File: config.mk
export PLATFORM = sky130hd
export DESIGN_NAME = gdsii_record_stream_parser_core_flat
export DESIGN_NICKNAME = d
export VERILOG_FILES = /design/src/rtl/gdsp_pkg.sv /design/src/rtl/gdsp_in_if.sv /design/src/rtl/gdsp_out_if.sv /design/src/rtl/gdsp_front.sv /design/src/rtl/gdsp_queue.sv /design/src/rtl/gdsp_back.sv /design/src/rtl/gdsii_record_stream_parser_core.sv /design/src/flat_wrapper.sv
export SDC_FILE = /design/constraint.sdc
export NUM_CORES = 1
export LEC_CHECK = 0
export BUFFER_PORTS_ARGS = -buffer_cell sky130_fd_sc_hd__buf_2
export CAP_MARGIN = 20
export CORE_MARGIN = 2
export CORE_UTILIZATION = 42
export DETAILED_ROUTE_END_ITERATION = 10
export GPL_TIMING_DRIVEN = 0
export PLACE_DENSITY = 0.63
export SETUP_SLACK_MARGIN = 0.5
export SLEW_MARGIN = 20
export SYNTH_ARGS = -nofsm -noshare
export SYNTH_HDL_FRONTEND = slang
export SYNTH_SLANG_ARGS = --single-unit
File: constraint.sdc
create_clock -name clk -period 8.65 [get_ports clk]
set_input_delay 0.4325 -clock clk [delete_from_list [all_inputs] [get_ports clk]]
set_output_delay 0.4325 -clock clk [all_outputs]
set_load 0.1 [all_outputs]
File: src/rtl/gdsp_pkg.sv
package gdsp_pkg;

  localparam int unsigned GDSP_QUEUE_DEPTH = 4;

  localparam logic [15:0] REC_BGNLIB   = 16'h0102;
  localparam logic [15:0] REC_UNITS    = 16'h0305;
  localparam logic [15:0] REC_ENDLIB   = 16'h0400;
  localparam logic [15:0] REC_BGNSTR   = 16'h0502;
  localparam logic [15:0] REC_ENDSTR   = 16'h0700;
  localparam logic [15:0] REC_BOUNDARY = 16'h0800;
  localparam logic [15:0] REC_PATH     = 16'h0900;
  localparam logic [15:0] REC_SREF     = 16'h0A00;
  localparam logic [15:0] REC_LAYER    = 16'h0D02;
  localparam logic [15:0] REC_WIDTH    = 16'h0F03;
  localparam logic [15:0] REC_XY       = 16'h1003;
  localparam logic [15:0] REC_ENDEL    = 16'h1100;
  localparam logic [15:0] REC_STRANS   = 16'h1A01;
  localparam logic [15:0] REC_MAG      = 16'h1B05;
  localparam logic [15:0] REC_ANGLE    = 16'h1C05;
  localparam logic [15:0] REC_PATHTYPE = 16'h2102;
  localparam logic [15:0] REC_BOX      = 16'h2D00;

  localparam logic [4:0] EV_BGNLIB   = 5'd0;
  localparam logic [4:0] EV_ENDLIB   = 5'd1;
  localparam logic [4:0] EV_BGNSTR   = 5'd2;
  localparam logic [4:0] EV_ENDSTR   = 5'd3;
  localparam logic [4:0] EV_BOUNDARY = 5'd4;
  localparam logic [4:0] EV_BOX      = 5'd5;
  localparam logic [4:0] EV_PATH     = 5'd6;
  localparam logic [4:0] EV_SREF     = 5'd7;
  localparam logic [4:0] EV_ENDEL    = 5'd8;
  localparam logic [4:0] EV_VERTEX   = 5'd9;
  localparam logic [4:0] EV_ORIGIN   = 5'd10;
  localparam logic [4:0] EV_LAYER    = 5'd11;
  localparam logic [4:0] EV_WIDTH    = 5'd12;
  localparam logic [4:0] EV_PATHTYPE = 5'd13;
  localparam logic [4:0] EV_FLIP     = 5'd14;
  localparam logic [4:0] EV_MAG      = 5'd15;
  localparam logic [4:0] EV_ANGLE    = 5'd16;
  localparam logic [4:0] EV_UNITS    = 5'd17;
  localparam logic [4:0] EV_STREAM   = 5'd18;

  localparam logic [2:0] ST_OK       = 3'd0;
  localparam logic [2:0] ST_OPEN     = 3'd1;
  localparam logic [2:0] ST_CUT      = 3'd2;
  localparam logic [2:0] ST_NEST     = 3'd3;
  localparam logic [2:0] ST_OUTSIDE  = 3'd4;
  localparam logic [2:0] ST_SHORT    = 3'd5;
  localparam logic [2:0] ST_CONFLICT = 3'd6;

  typedef enum logic [1:0] {
    ELEM_NONE,
    ELEM_BOUNDARY,
    ELEM_BOX,
    ELEM_PATH
  } elem_t;

  typedef enum logic [3:0] {
    OP_END,
    OP_SHORT,
    OP_HEADER,
    OP_XY,
    OP_UNITS,
    OP_MAG,
    OP_ANGLE,
    OP_LAYER,
    OP_WIDTH,
    OP_PATHTYPE,
    OP_STRANS
  } op_t;

  typedef enum logic [2:0] {
    PH_LEN_HI,
    PH_LEN_LO,
    PH_TYPE_HI,
    PH_TYPE_LO,
    PH_DATA,
    PH_HALT
  } phase_t;

  typedef struct packed {
    op_t         op;
    logic        flag;
    logic [2:0]  code;
    logic [63:0] data;
  } q_entry_t;

endpackage

File: src/rtl/gdsp_in_if.sv
interface gdsp_in_if;
  logic       valid;
  logic       ready;
  logic       kind;
  logic [7:0] stream_byte;

  modport source (output valid, output kind, output stream_byte, input ready);
  modport sink (input valid, input kind, input stream_byte, output ready);
endinterface

File: src/rtl/gdsp_out_if.sv
interface gdsp_out_if;
  logic               valid;
  logic               ready;
  logic [4:0]         event_res;
  logic [2:0]         status;
  logic signed [31:0] first_value;
  logic signed [31:0] second_value;
  logic [63:0]        raw_real;

  modport source (output valid, output event_res, output status, output first_value,
                  output second_value, output raw_real, input ready);
  modport sink (input valid, input event_res, input status, input first_value,
                input second_value, input raw_real, output ready);
endinterface

File: src/rtl/gdsp_front.sv
module gdsp_front
  import gdsp_pkg::*;
(
  input  logic     clk,
  input  logic     rst,
  gdsp_in_if.sink  bytes,
  input  logic     full,
  output logic     push,
  output q_entry_t entry
);

  phase_t      phase, phase_next;
  logic [15:0] record_length, record_length_next;
  logic [15:0] record_type, record_type_next;
  logic [15:0] data_count, data_count_next;
  logic [63:0] gather, gather_next;
  logic [31:0] x_hold, x_hold_next;

  logic        fire;
  logic [15:0] len_full;
  logic [15:0] type_full;
  logic [15:0] count_inc;
  logic        last;
  logic [63:0] byte_w;
  logic [63:0] lane_ins;
  logic [31:0] x_ins;

  assign bytes.ready = !full;
  assign fire        = bytes.valid && bytes.ready;
  assign len_full    = {record_length[15:8], bytes.stream_byte};
  assign type_full   = {record_type[15:8], bytes.stream_byte};
  assign count_inc   = data_count + 16'd1;
  assign last        = count_inc == record_length;
  assign byte_w      = {56'd0, bytes.stream_byte};
  assign lane_ins    = byte_w << {~data_count[2:0], 3'b000};
  assign x_ins       = {24'd0, bytes.stream_byte} << {~data_count[1:0], 3'b000};

  always_comb begin
    phase_next = phase;
    if (fire) begin
      if (bytes.kind) begin
        phase_next = PH_LEN_HI;
      end else begin
        case (phase)
          PH_LEN_HI:  phase_next = PH_LEN_LO;
          PH_LEN_LO:  phase_next = (len_full < 16'd4) ? PH_HALT : PH_TYPE_HI;
          PH_TYPE_HI: phase_next = PH_TYPE_LO;
          PH_TYPE_LO: phase_next = (record_length != 16'd0) ? PH_DATA : PH_LEN_HI;
          PH_DATA:    phase_next = last ? PH_LEN_HI : PH_DATA;
          PH_HALT:    phase_next = PH_HALT;
          default:    phase_next = PH_LEN_HI;
        endcase
      end
    end
  end

  always_comb begin
    push               = 1'b0;
    entry.op           = OP_END;
    entry.flag         = 1'b0;
    entry.code         = ST_OK;
    entry.data         = '0;
    record_length_next = record_length;
    record_type_next   = record_type;
    data_count_next    = data_count;
    gather_next        = gather;
    x_hold_next        = x_hold;
    if (fire) begin
      if (bytes.kind) begin
        push = 1'b1;
        entry.op = OP_END;
        case (phase)
          PH_TYPE_HI, PH_TYPE_LO: entry.code = ST_CUT;
          PH_DATA:                entry.code = ST_SHORT;
          default:                entry.code = ST_OK;
        endcase
        record_length_next = '0;
        record_type_next   = '0;
        data_count_next    = '0;
        gather_next        = '0;
        x_hold_next        = '0;
      end else begin
        case (phase)
          PH_LEN_HI: record_length_next = {bytes.stream_byte, 8'd0};
          PH_LEN_LO: begin
            if (len_full < 16'd4) begin
              push = 1'b1;
              entry.op = OP_SHORT;
            end else begin
              record_length_next = len_full - 16'd4;
            end
          end
          PH_TYPE_HI: record_type_next = {bytes.stream_byte, 8'd0};
          PH_TYPE_LO: begin
            record_type_next = type_full;
            data_count_next  = '0;
            gather_next      = '0;
            x_hold_next      = '0;
            push             = 1'b1;
            entry.op         = OP_HEADER;
            entry.data       = {48'd0, type_full};
          end
          PH_DATA: begin
            data_count_next = count_inc;
            case (record_type)
              REC_XY: begin
                gather_next = ((data_count[2:0] == 3'd0) ? 64'd0 : gather) | lane_ins;
                if (data_count[2:0] == 3'd7) begin
                  push       = 1'b1;
                  entry.op   = OP_XY;
                  entry.flag = data_count == 16'd7;
                  entry.data = gather_next;
                end
              end
              REC_UNITS: begin
                if (data_count[15:3] == 13'd1) begin
                  gather_next = gather | lane_ins;
                end
                if (last) begin
                  push       = 1'b1;
                  entry.op   = OP_UNITS;
                  entry.flag = record_length == 16'd16;
                  entry.data = gather_next;
                end
              end
              REC_MAG, REC_ANGLE: begin
                if (data_count[15:3] == 13'd0) begin
                  gather_next = gather | lane_ins;
                end
                if (last) begin
                  push       = 1'b1;
                  entry.op   = (record_type == REC_MAG) ? OP_MAG : OP_ANGLE;
                  entry.data = gather_next;
                end
              end
              REC_LAYER, REC_WIDTH, REC_PATHTYPE, REC_STRANS: begin
                if (data_count[15:2] == 14'd0) begin
                  x_hold_next = x_hold | x_ins;
                end
                if (last) begin
                  push = 1'b1;
                  case (record_type)
                    REC_LAYER:    entry.op = OP_LAYER;
                    REC_WIDTH:    entry.op = OP_WIDTH;
                    REC_PATHTYPE: entry.op = OP_PATHTYPE;
                    default:      entry.op = OP_STRANS;
                  endcase
                  entry.data = {32'd0, x_hold_next};
                end
              end
              default: ;
            endcase
          end
          default: ;
        endcase
      end
    end
  end

  always_ff @(posedge clk) begin
    if (rst) begin
      phase         <= PH_LEN_HI;
      record_length <= '0;
      record_type   <= '0;
      data_count    <= '0;
      gather        <= '0;
      x_hold        <= '0;
    end else begin
      phase         <= phase_next;
      record_length <= record_length_next;
      record_type   <= record_type_next;
      data_count    <= data_count_next;
      gather        <= gather_next;
      x_hold        <= x_hold_next;
    end
  end

endmodule

File: src/rtl/gdsp_queue.sv
module gdsp_queue
  import gdsp_pkg::*;
#(
  parameter int unsigned DEPTH = GDSP_QUEUE_DEPTH
) (
  input  logic     clk,
  input  logic     rst,
  input  logic     push,
  input  q_entry_t wr_entry,
  output logic     full,
  output logic     valid,
  output q_entry_t rd_entry,
  input  logic     pop
);

  localparam int unsigned PW = (DEPTH > 1) ? $clog2(DEPTH) : 1;
  localparam int unsigned CW = $clog2(DEPTH + 1);
  localparam logic [PW-1:0] LAST_SLOT = PW'(DEPTH - 1);
  localparam logic [CW-1:0] FULL_COUNT = CW'(DEPTH);

  q_entry_t      slots [DEPTH];
  logic [PW-1:0] wr_ptr, rd_ptr;
  logic [CW-1:0] count;
  logic          do_push, do_pop;

  assign full     = count == FULL_COUNT;
  assign valid    = count != '0;
  assign rd_entry = slots[rd_ptr];
  assign do_push  = push && !full;
  assign do_pop   = pop && valid;

  always_ff @(posedge clk) begin
    if (do_push) begin
      slots[wr_ptr] <= wr_entry;
    end
  end

  always_ff @(posedge clk) begin
    if (rst) begin
      wr_ptr <= '0;
      rd_ptr <= '0;
      count  <= '0;
    end else begin
      if (do_push) begin
        wr_ptr <= (wr_ptr == LAST_SLOT) ? '0 : wr_ptr + PW'(1);
      end
      if (do_pop) begin
        rd_ptr <= (rd_ptr == LAST_SLOT) ? '0 : rd_ptr + PW'(1);
      end
      if (do_push && !do_pop) begin
        count <= count + CW'(1);
      end else if (do_pop && !do_push) begin
        count <= count - CW'(1);
      end
    end
  end

endmodule

File: src/rtl/gdsp_back.sv
module gdsp_back
  import gdsp_pkg::*;
(
  input  logic       clk,
  input  logic       rst,
  input  logic       q_valid,
  input  q_entry_t   entry,
  output logic       pop,
  gdsp_out_if.source events
);

  logic        library_open, library_open_next;
  logic        cell_open, cell_open_next;
  elem_t       element_kind, element_kind_next;
  logic        reference_open, reference_open_next;
  logic        stopped, stopped_next;
  logic [2:0]  stop_code, stop_code_next;

  logic        out_valid;
  logic [4:0]  out_event;
  logic [2:0]  out_status;
  logic [31:0] out_first;
  logic [31:0] out_second;
  logic [63:0] out_real;

  logic        emit;
  logic [4:0]  ev;
  logic [2:0]  st;
  logic [31:0] first_v;
  logic [31:0] second_v;
  logic [63:0] real_v;
  logic        any_open;
  logic        elem_on;

  assign pop      = q_valid && (!out_valid || events.ready);
  assign any_open = library_open || cell_open || (element_kind != ELEM_NONE) || reference_open;
  assign elem_on  = element_kind != ELEM_NONE;

  always_comb begin
    library_open_next   = library_open;
    cell_open_next      = cell_open;
    element_kind_next   = element_kind;
    reference_open_next = reference_open;
    stopped_next        = stopped;
    stop_code_next      = stop_code;
    emit                = 1'b0;
    ev                  = EV_STREAM;
    st                  = ST_OK;
    first_v             = '0;
    second_v            = '0;
    real_v              = '0;
    if (pop) begin
      if (entry.op == OP_END) begin
        emit = 1'b1;
        ev   = EV_STREAM;
        if (stopped) begin
          st = stop_code;
        end else if (entry.code == ST_OK) begin
          st = any_open ? ST_OPEN : ST_OK;
        end else begin
          st = entry.code;
        end
        library_open_next   = 1'b0;
        cell_open_next      = 1'b0;
        element_kind_next   = ELEM_NONE;
        reference_open_next = 1'b0;
        stopped_next        = 1'b0;
        stop_code_next      = ST_OK;
      end else if (!stopped) begin
        case (entry.op)
          OP_SHORT: begin
            stopped_next   = 1'b1;
            stop_code_next = any_open ? ST_OPEN : ST_OK;
          end
          OP_HEADER: begin
            case (entry.data[15:0])
              REC_BGNLIB: begin
                library_open_next = 1'b1;
                emit = 1'b1;
                ev   = EV_BGNLIB;
              end
              REC_ENDLIB: begin
                if (!library_open || cell_open) begin
                  stopped_next   = 1'b1;
                  stop_code_next = ST_NEST;
                end else begin
                  library_open_next = 1'b0;
                  emit = 1'b1;
                  ev   = EV_ENDLIB;
                end
              end
              REC_BGNSTR: begin
                if (!library_open) begin
                  stopped_next   = 1'b1;
                  stop_code_next = ST_NEST;
                end else begin
                  cell_open_next = 1'b1;
                  emit = 1'b1;
                  ev   = EV_BGNSTR;
                end
              end
              REC_ENDSTR: begin
                if (!cell_open || elem_on || reference_open) begin
                  stopped_next   = 1'b1;
                  stop_code_next = ST_NEST;
                end else begin
                  cell_open_next = 1'b0;
                  emit = 1'b1;
                  ev   = EV_ENDSTR;
                end
              end
              REC_BOUNDARY, REC_BOX, REC_PATH: begin
                if (!cell_open) begin
                  stopped_next   = 1'b1;
                  stop_code_next = ST_OUTSIDE;
                end else begin
                  emit = 1'b1;
                  if (entry.data[15:0] == REC_BOUNDARY) begin
                    element_kind_next = ELEM_BOUNDARY;
                    ev = EV_BOUNDARY;
                  end else if (entry.data[15:0] == REC_BOX) begin
                    element_kind_next = ELEM_BOX;
                    ev = EV_BOX;
                  end else begin
                    element_kind_next = ELEM_PATH;
                    ev = EV_PATH;
                  end
                end
              end
              REC_SREF: begin
                if (!cell_open) begin
                  stopped_next   = 1'b1;
                  stop_code_next = ST_OUTSIDE;
                end else begin
                  reference_open_next = 1'b1;
                  emit = 1'b1;
                  ev   = EV_SREF;
                end
              end
              REC_ENDEL: begin
                element_kind_next   = ELEM_NONE;
                reference_open_next = 1'b0;
                emit = 1'b1;
                ev   = EV_ENDEL;
              end
              default: ;
            endcase
          end
          OP_XY: begin
            first_v  = entry.data[63:32];
            second_v = entry.data[31:0];
            if (reference_open) begin
              emit = entry.flag;
              ev   = EV_ORIGIN;
            end else if (elem_on) begin
              emit = 1'b1;
              ev   = EV_VERTEX;
            end
          end
          OP_UNITS: begin
            emit   = library_open && entry.flag;
            ev     = EV_UNITS;
            real_v = entry.data;
          end
          OP_MAG, OP_ANGLE: begin
            real_v = entry.data;
            ev     = (entry.op == OP_MAG) ? EV_MAG : EV_ANGLE;
            if (elem_on && reference_open) begin
              stopped_next   = 1'b1;
              stop_code_next = ST_CONFLICT;
            end else begin
              emit = reference_open;
            end
          end
          OP_LAYER: begin
            emit    = elem_on;
            ev      = EV_LAYER;
            first_v = {{16{entry.data[31]}}, entry.data[31:16]};
          end
          OP_WIDTH: begin
            emit    = elem_on;
            ev      = EV_WIDTH;
            first_v = entry.data[31:0];
          end
          OP_PATHTYPE: begin
            emit    = element_kind == ELEM_PATH;
            ev      = EV_PATHTYPE;
            first_v = {{16{entry.data[31]}}, entry.data[31:16]};
          end
          OP_STRANS: begin
            emit    = reference_open;
            ev      = EV_FLIP;
            first_v = {31'd0, entry.data[31]};
          end
          default: ;
        endcase
      end
    end
  end

  always_ff @(posedge clk) begin
    if (rst) begin
      library_open   <= 1'b0;
      cell_open      <= 1'b0;
      element_kind   <= ELEM_NONE;
      reference_open <= 1'b0;
      stopped        <= 1'b0;
      stop_code      <= ST_OK;
      out_valid      <= 1'b0;
    end else begin
      library_open   <= library_open_next;
      cell_open      <= cell_open_next;
      element_kind   <= element_kind_next;
      reference_open <= reference_open_next;
      stopped        <= stopped_next;
      stop_code      <= stop_code_next;
      if (pop && emit) begin
        out_valid <= 1'b1;
      end else if (events.ready) begin
        out_valid <= 1'b0;
      end
    end
  end

  always_ff @(posedge clk) begin
    if (pop && emit) begin
      out_event  <= ev;
      out_status <= st;
      out_first  <= first_v;
      out_second <= second_v;
      out_real   <= real_v;
    end
  end

  assign events.valid        = out_valid;
  assign events.event_res    = out_event;
  assign events.status       = out_status;
  assign events.first_value  = out_first;
  assign events.second_value = out_second;
  assign events.raw_real     = out_real;

endmodule

File: src/rtl/gdsii_record_stream_parser_core.sv
// Channel  Dir  Payload                                                    Transfer
// bytes    in   kind, stream_byte                                          valid && ready
// events   out  event_res, status, first_value, second_value, raw_real     valid && ready
//
// The parser takes one byte per cycle while its entry queue has room.
// A result goes through the entry queue and is then held in an output register.
// A stall on events fills the queue of QUEUE_DEPTH entries before bytes is held off.
// Synchronous reset clears the framing and nesting state and empties the queue.
module gdsii_record_stream_parser_core
  import gdsp_pkg::*;
#(
  parameter int unsigned QUEUE_DEPTH = GDSP_QUEUE_DEPTH
) (
  input logic        clk,
  input logic        rst,
  gdsp_in_if.sink    bytes,
  gdsp_out_if.source events
);

  q_entry_t wr_entry;
  q_entry_t rd_entry;
  logic     push;
  logic     full;
  logic     q_valid;
  logic     pop;

  gdsp_front u_front (
    .clk   (clk),
    .rst   (rst),
    .bytes (bytes),
    .full  (full),
    .push  (push),
    .entry (wr_entry)
  );

  gdsp_queue #(
    .DEPTH (QUEUE_DEPTH)
  ) u_queue (
    .clk      (clk),
    .rst      (rst),
    .push     (push),
    .wr_entry (wr_entry),
    .full     (full),
    .valid    (q_valid),
    .rd_entry (rd_entry),
    .pop      (pop)
  );

  gdsp_back u_back (
    .clk     (clk),
    .rst     (rst),
    .q_valid (q_valid),
    .entry   (rd_entry),
    .pop     (pop),
    .events  (events)
  );

endmodule
File: src/flat_wrapper.sv
// flat-port wrapper written by rule: the top's interface ports become plain ports
module gdsii_record_stream_parser_core_flat import gdsp_pkg::*;
#(
  parameter int unsigned QUEUE_DEPTH = GDSP_QUEUE_DEPTH
)
  (clk, rst, bytes_valid, bytes_kind, bytes_stream_byte, bytes_ready, events_valid, events_event_res, events_status, events_first_value, events_second_value, events_raw_real, events_ready);
  gdsp_in_if bytes_i ();
  gdsp_out_if events_i ();
  input logic clk;
  input logic rst;
  input wire logic [$bits(bytes_i.valid)-1:0] bytes_valid;
  input wire logic [$bits(bytes_i.kind)-1:0] bytes_kind;
  input wire logic [$bits(bytes_i.stream_byte)-1:0] bytes_stream_byte;
  output wire logic [$bits(bytes_i.ready)-1:0] bytes_ready;
  output wire logic [$bits(events_i.valid)-1:0] events_valid;
  output wire logic [$bits(events_i.event_res)-1:0] events_event_res;
  output wire logic [$bits(events_i.status)-1:0] events_status;
  output wire logic [$bits(events_i.first_value)-1:0] events_first_value;
  output wire logic [$bits(events_i.second_value)-1:0] events_second_value;
  output wire logic [$bits(events_i.raw_real)-1:0] events_raw_real;
  input wire logic [$bits(events_i.ready)-1:0] events_ready;
  assign bytes_i.valid = bytes_valid;
  assign bytes_i.kind = bytes_kind;
  assign bytes_i.stream_byte = bytes_stream_byte;
  assign bytes_ready = bytes_i.ready;
  assign events_valid = events_i.valid;
  assign events_event_res = events_i.event_res;
  assign events_status = events_i.status;
  assign events_first_value = events_i.first_value;
  assign events_second_value = events_i.second_value;
  assign events_raw_real = events_i.raw_real;
  assign events_i.ready = events_ready;
  gdsii_record_stream_parser_core #(.QUEUE_DEPTH(QUEUE_DEPTH)) u_core (.clk(clk), .rst(rst), .bytes(bytes_i), .events(events_i));
endmodule
==> flow_summary.toml, run 1 <==
[drt]
wl_per_cell_um = 23.5
postRouteAntennaNets = 0
vias = 21646
wirelength_mm = 85.7
drt-pass1-iter-count = 6
drc = 0
vias_per_cell = 5.93
dr.first_iter.drc_count = 2613

[place]
dp_hpwl_mm = 61.6
gp_congestion = 0.916
port_buffers = 147

[finish]
layout_common_cells = "edfxtp_1, nor2_1, a21oi_1, buf_2, nand2_1"
final_common_cell = "edfxtp_1"
area_growth_pct = 15.7
finalCoreUtilization_pct = 49.3
diodes = 0
nNetsFinal = 2767
drive_above_1_share_pct = 16.3

[logic_synthesis]
synth_edf_count = 420
synthFlopType = "edfxtp_1"
ys_seq_elements = 586
yosys_warnings = 0
syn_area_um2 = 27500
synth_top_area_share_pct = 45.8
netlist_top_cells_area = "edfxtp_1, dfxtp_1, mux4_2"
synth_fp_nets = 2516
synth_cells = 2492
ys_types = 99
yosysSeqAreaShare_pct = 57.9
postSynthAreaPerCell_um2 = 11.0
async_flop_share_pct = 0
synth_top_area_cell = "edfxtp_1"

[floorplanning]
io_pins = 151
core_area_um2 = 64600
initial_core_util_pct = 42.6
num_rows = 93
die_area_um2 = 67600
die_x_um = 260
die_h_um = 260

[setup_path]
critPathRequiredTime_ns = 8.99
crit_path_end_kind = "flop"
crit_arrival_ns = 5.56
start_kind = "primary input"
path_class = "in2reg"
critPathMaxFanout = 10

[cts]
clkLatencyLatePin_ns = 0.64
ctsRootBufferMaster = "clkbuf_16"
ctsResizeCount = 0
cts-hold-fix-buffers = 0
clk_pin_slew_ns = 0.06
cts_setup_buffers = 0
cts_tree = "done"
cts.path.max_buffers = 3
cts_inserted_buffers = 61
cts_sinks = 586
h-tree-depth = 2

[sta]
skew_ns = 0.0380
tightest_slew_ns = 1.17
rsz0062_at_grt = "no"
slew_headroom_pct = 21.8
fin_hold_ws_ns = 0.146
setup_violations = 0
hold_viol = 0
fin_crit_sh_pct = 60.3
post-route-min-period_ns = 5.22
slew_violations = 0
max_freq_ghz = 0.192

[pwr]
p_per_area_nw_per_um2 = 248
ir_worst_vdd_mv = 0.152
leakagePower_nw = 10.8

[grt]
antenna_found_initial = 0
grt_pass1_vias = 20650
grt_usage_pct = 24.8
grt_pass1_wl_mm = 127
grt.overflow.total = 0
grt_max_degree = 89

[run_status]
status = "complete, no violations"

[min_path]
hold_class = "in2reg"

[job]
maxCapViolations = 0
[through the flow]
step / power [mW] / setup TNS [ns] / std cells / area, um^2 / setup WS, ns
4_1_cts: 7.93 / 0 / 3650 / 31800 / 3.55
3_3_place_gp: 5.18 / -1389.24 / 3494 / 29300 / -4.97
5_1_grt: 8.15 / 0 / 3650 / 31800 / 3.13
3_5_place_dp: 5.20 / 0 / 3535 / 29700 / 2.90
2_1_floorplan: 4.59 / 0 / 2492 / 27500 / 0.463
6_report: 7.90 / 0 / 3650 / 31800 / 3.43
[flip-flops by register name, indices dropped and copies added, names as in the netlist, 5 cells and up, named ones only]
name / flops
u_core.u_queue.slots: 284
u_core.u_back.events.raw_real: 64
u_core.u_back.events.first_value: 32
u_core.u_front.x_hold: 32
u_core.u_front.record_length: 16
u_core.u_back.events.second_value: 32
u_core.u_front.record_type: 16
u_core.u_front.gather: 64
u_core.u_front.data_count: 16
u_core.u_back.events.event_res: 5
[Yosys cell counts, drive strengths merged, types with 3 or more instances]
cell type and count:
o31ai 6, nand2b 25, a22oi 107, nor2 347, nand4b 3, and3 46
ha 10, a221o 16, dfxtp 166, mux4 71, o32ai 3, nand3 33
a21oi 271, xnor2 19, a221oi 11, nor3b 10, buf 58, or3 12
nor4 16, a311oi 4, o211ai 5, o22ai 5, nor2b 10, inv 48
a2111oi 3, or4 6, nand2 177, or2 6, xor2 16, clkbuf 132
o21ai 166, o21a 13, a21boi 4, nand4 15, mux2 3, mux2i 14
edfxtp 420, a211oi 9, nor4b 3, nand3b 7, a31oi 7, a222oi 14
nor3 58, a21o 18, and2 71
[layout make-up]
cell class,instances,area [um^2]
Timing Repair Buffer,188,1080
Clock inverter,34,443
Inverter,48,185
Multi-Input combinational cell,1668,10600
Buffer,190,826
Clock buffer,81,1670
Tap cell,855,1070
Fill cell,5848,32700
Sequential cell,586,15900
[worst max-delay path, cell delays in order]
cell and delay [ns]:
buf_2 0.14, clkbuf_1 0.41, clkbuf_1 0.55, inv_1 0.16
ha_1 0.18, or3b_1 0.41, nor3_1 0.44, nand2b_1 0.20
o2111ai_1 0.45, a21oi_1 0.24, nor3b_2 0.58, buf_4 0.30
buf_4 0.18, buf_4 0.20, buf_4 0.22, buf_4 0.20
buf_4 0.21
[report_power, final]
part	total, mW	switching [mW]	internal [mW]
logic	1.99	1.40	0.592
registers	3.15	0.0395	3.11
clock network	2.76	1.13	1.63
total	7.90	2.57	5.33
[final timing paths]
check / start / end / slack (ns) / depth (start not counted)
worst max-delay path: bytes_stream_byte[3] / u_core.u_queue.slots[0][61] / 3.43 / 17
worst min-delay path: events_ready / u_core.u_back.events.valid / 0.15 / 3
worst max register to register: u_core.u_front.data_count[0] / u_core.u_queue.slots[0][61] / 3.59 / 17
worst min register to register: u_core.u_back.stop_code[2] / u_core.u_back.stop_code[2] / 0.49 / 2
[logic make-up (layout without fill, tap and decap cells)]
logic type               after synthesis  after routing  share of synthesized area, %
adder cells (fa/ha/maj)               12             12                         0.564
AO/OA/AOI/OAI                        680            680                          15.3
AND/OR/NAND/NOR                      853            853                          15.1
buffers and inverters                238            541                          3.65
multiplexers                          88             88                          6.44
XOR/XNOR                              35             35                          1.11
flip-flops                           586            586                          57.9
[metal layers]
metal	up-vias	share of wire [%]	global-route usage, %
met5	-	0	0
met4	0	3.5	9.08
met3	178	7.7	3.72
met2	954	47	40.5
met1	10754	42	33.5
li1	9760	-	-
Power figures use the tool's default switching activity.
==> run 2: changes to the inputs <==
==> constraint.sdc (replaced) <==
create_clock -name clk -period 4.5 [get_ports clk]
set_input_delay 0.225 -clock clk [delete_from_list [all_inputs] [get_ports clk]]
set_output_delay 0.225 -clock clk [all_outputs]
set_load 0.1 [all_outputs]
==> flow_summary.toml, run 2 (same netlist as run 1, synthesis figures left out) <==
[place]
gp_congestion = 0.920
dp_hpwl_mm = 60.9
place_ws_ns = -0.0789
port_buffers = 147
place_inst = 3521

[grt]
grt_usage_pct = 25.3
grt_pass1_wl_mm = 129
grt.overflow.total = 0
antenna_found_initial = 1
grt_pass1_vias = 20713
grt_max_degree = 39

[run_status]
status = "complete, no violations"

[finish]
drive_above_1_share_pct = 18.0
largest_register = "u_core.u_queue.slots"
diodes = 0
layoutNonFillerInstCount = 3663
nNetsFinal = 2782
area_growth_pct = 17.3
largest_reg_flops = 284
finalCoreUtilization_pct = 50.0
final_common_cell = "edfxtp_1"
layout_common_cells = "edfxtp_1, nor2_1, a21oi_1, buf_2, nand2_1"

[setup_path]
cp_slowest_stage_delay_ns = 0.89
crit_path_end_kind = "flop"
start_kind = "flop"
path_cells = "clkbuf_1, nor3b_1, nor2b_1, and2_1, nand4_1, o21bai_1, a22oi_1, o21ai_0"
cp_slowest_cell = "o21bai_1"
critPathMaxFanout = 10
critPathRequiredTime_ns = 4.82
path_class = "reg2reg"
crit_arrival_ns = 4.19

[pwr]
leakagePower_nw = 10.9
power_mw = 14.8
ir_worst_vdd_mv = 0.296
p_per_area_nw_per_um2 = 459

[cts]
ctsRootBufferMaster = "clkbuf_16"
cts_inserted_buffers = 60
cts_tree = "done"
cts_sinks = 586
h-tree-depth = 2
cts.path.max_buffers = 3
clkLatencyLatePin_ns = 0.64
clk_pin_slew_ns = 0.06

[drt]
dr.first_iter.drc_count = 2942
wl_per_cell_um = 23.7
vias = 21933
drt-pass1-iter-count = 6
wirelength_mm = 86.9
vias_per_cell = 5.99
postRouteAntennaNets = 0
drc = 0

[floorplanning]
num_rows = 93
die_x_um = 260
initial_core_util_pct = 42.6
io_pins = 151
core_area_um2 = 64600
die_area_um2 = 67600
die_h_um = 260

[sta]
post-route-min-period_ns = 3.86
max_freq_ghz = 0.259
skew_ns = 0.0220
setup_violations = 0
hold_viol = 0
tightest_slew_ns = 1.18
slew_headroom_pct = 21.5
fin_crit_sh_pct = 85.9
setup_slack_ns = 0.636
slew_violations = 0
rsz0062_at_grt = "no"

[min_path]
hold_class = "in2reg"

[job]
maxCapViolations = 0
[run 2: cell count changes in the layout (fill, tap and decap cells not counted), sizes merged]
cell,delta
buf,+11
bufinv,-7
clkbuf,-8
clkinv,+16
dlygate4sd3,+1
[run 2: cell type report]
cell class / instances / area (um^2)
clock buffers: 70 / 1560
plain buffers: 190 / 900
clock inverters: 42 / 298
multi-input cells: 1668 / 10900
well taps: 855 / 1070
repair inverters: 1 / 5.00
flip-flops and latches: 586 / 15900
fillers: 5775 / 32300
inverters: 48 / 186
repair buffers: 203 / 1430
[run 2: per-stage QoR]
step | setup TNS [ns] | instance area (um^2) | hold WS, ns
floorplan | 0 | 27800 | 0.420
global placement | -698.91 | 29600 | 0.467
detailed placement | -2.88 | 30000 | 0.473
CTS | 0 | 32000 | 0.0459
global route | 0 | 32300 | 0.100
finish | 0 | 32300 | 0.0645
[run 2: metal layers]
layer | track usage [%] | vias up | wire length (um)
met3 | 4.24 | 188 | 6840
met1 | 33.9 | 10842 | 35700
met4 | 10.5 | 2 | 3560
met5 | 0 | - | 11
li1 | - | 9814 | -
met2 | 40.8 | 1087 | 40800
[run 2: final timing paths]
kind | from | to | slack (ns) | cells after the start
worst max-delay path | u_core.u_front.phase[1] | u_core.u_queue.slots[1][0] | 0.64 | 8
worst min-delay path | bytes_stream_byte[7] | u_core.u_front.record_length[8] | 0.06 | 5
worst max register to register | u_core.u_front.phase[1] | u_core.u_queue.slots[1][0] | 0.64 | 8
worst min register to register | u_core.u_back.stop_code[2] | u_core.u_back.stop_code[2] | 0.48 | 2
[run 2: where the power goes]
group	leakage (nW)	internal [mW]	total, mW	switching, mW
registers	5.24	5.98	6.06	0.0762
logic	4.79	1.25	4.01	2.77
clock network	0.908	2.60	4.76	2.16
total	10.9	9.83	14.8	5.00
[run 2: worst max-delay path, delay by kind of cell, from the launching register on]
family	cells	cell delay (ns)
AO/OA/AOI/OAI	3	1.43
buffers and inverters	1	0.20
AND/OR/NAND/NOR	4	1.62
flip-flops	1	0.30
[run 2: what timing repair did]
action	4_1_cts	5_1_grt
setup endpoints to repair	229	120
pin swaps	4	8
buffers inserted	8	18
hold buffers	1	0
endpoints found under the hold margin	1	0
cloned	1	2
resized for setup	15	18
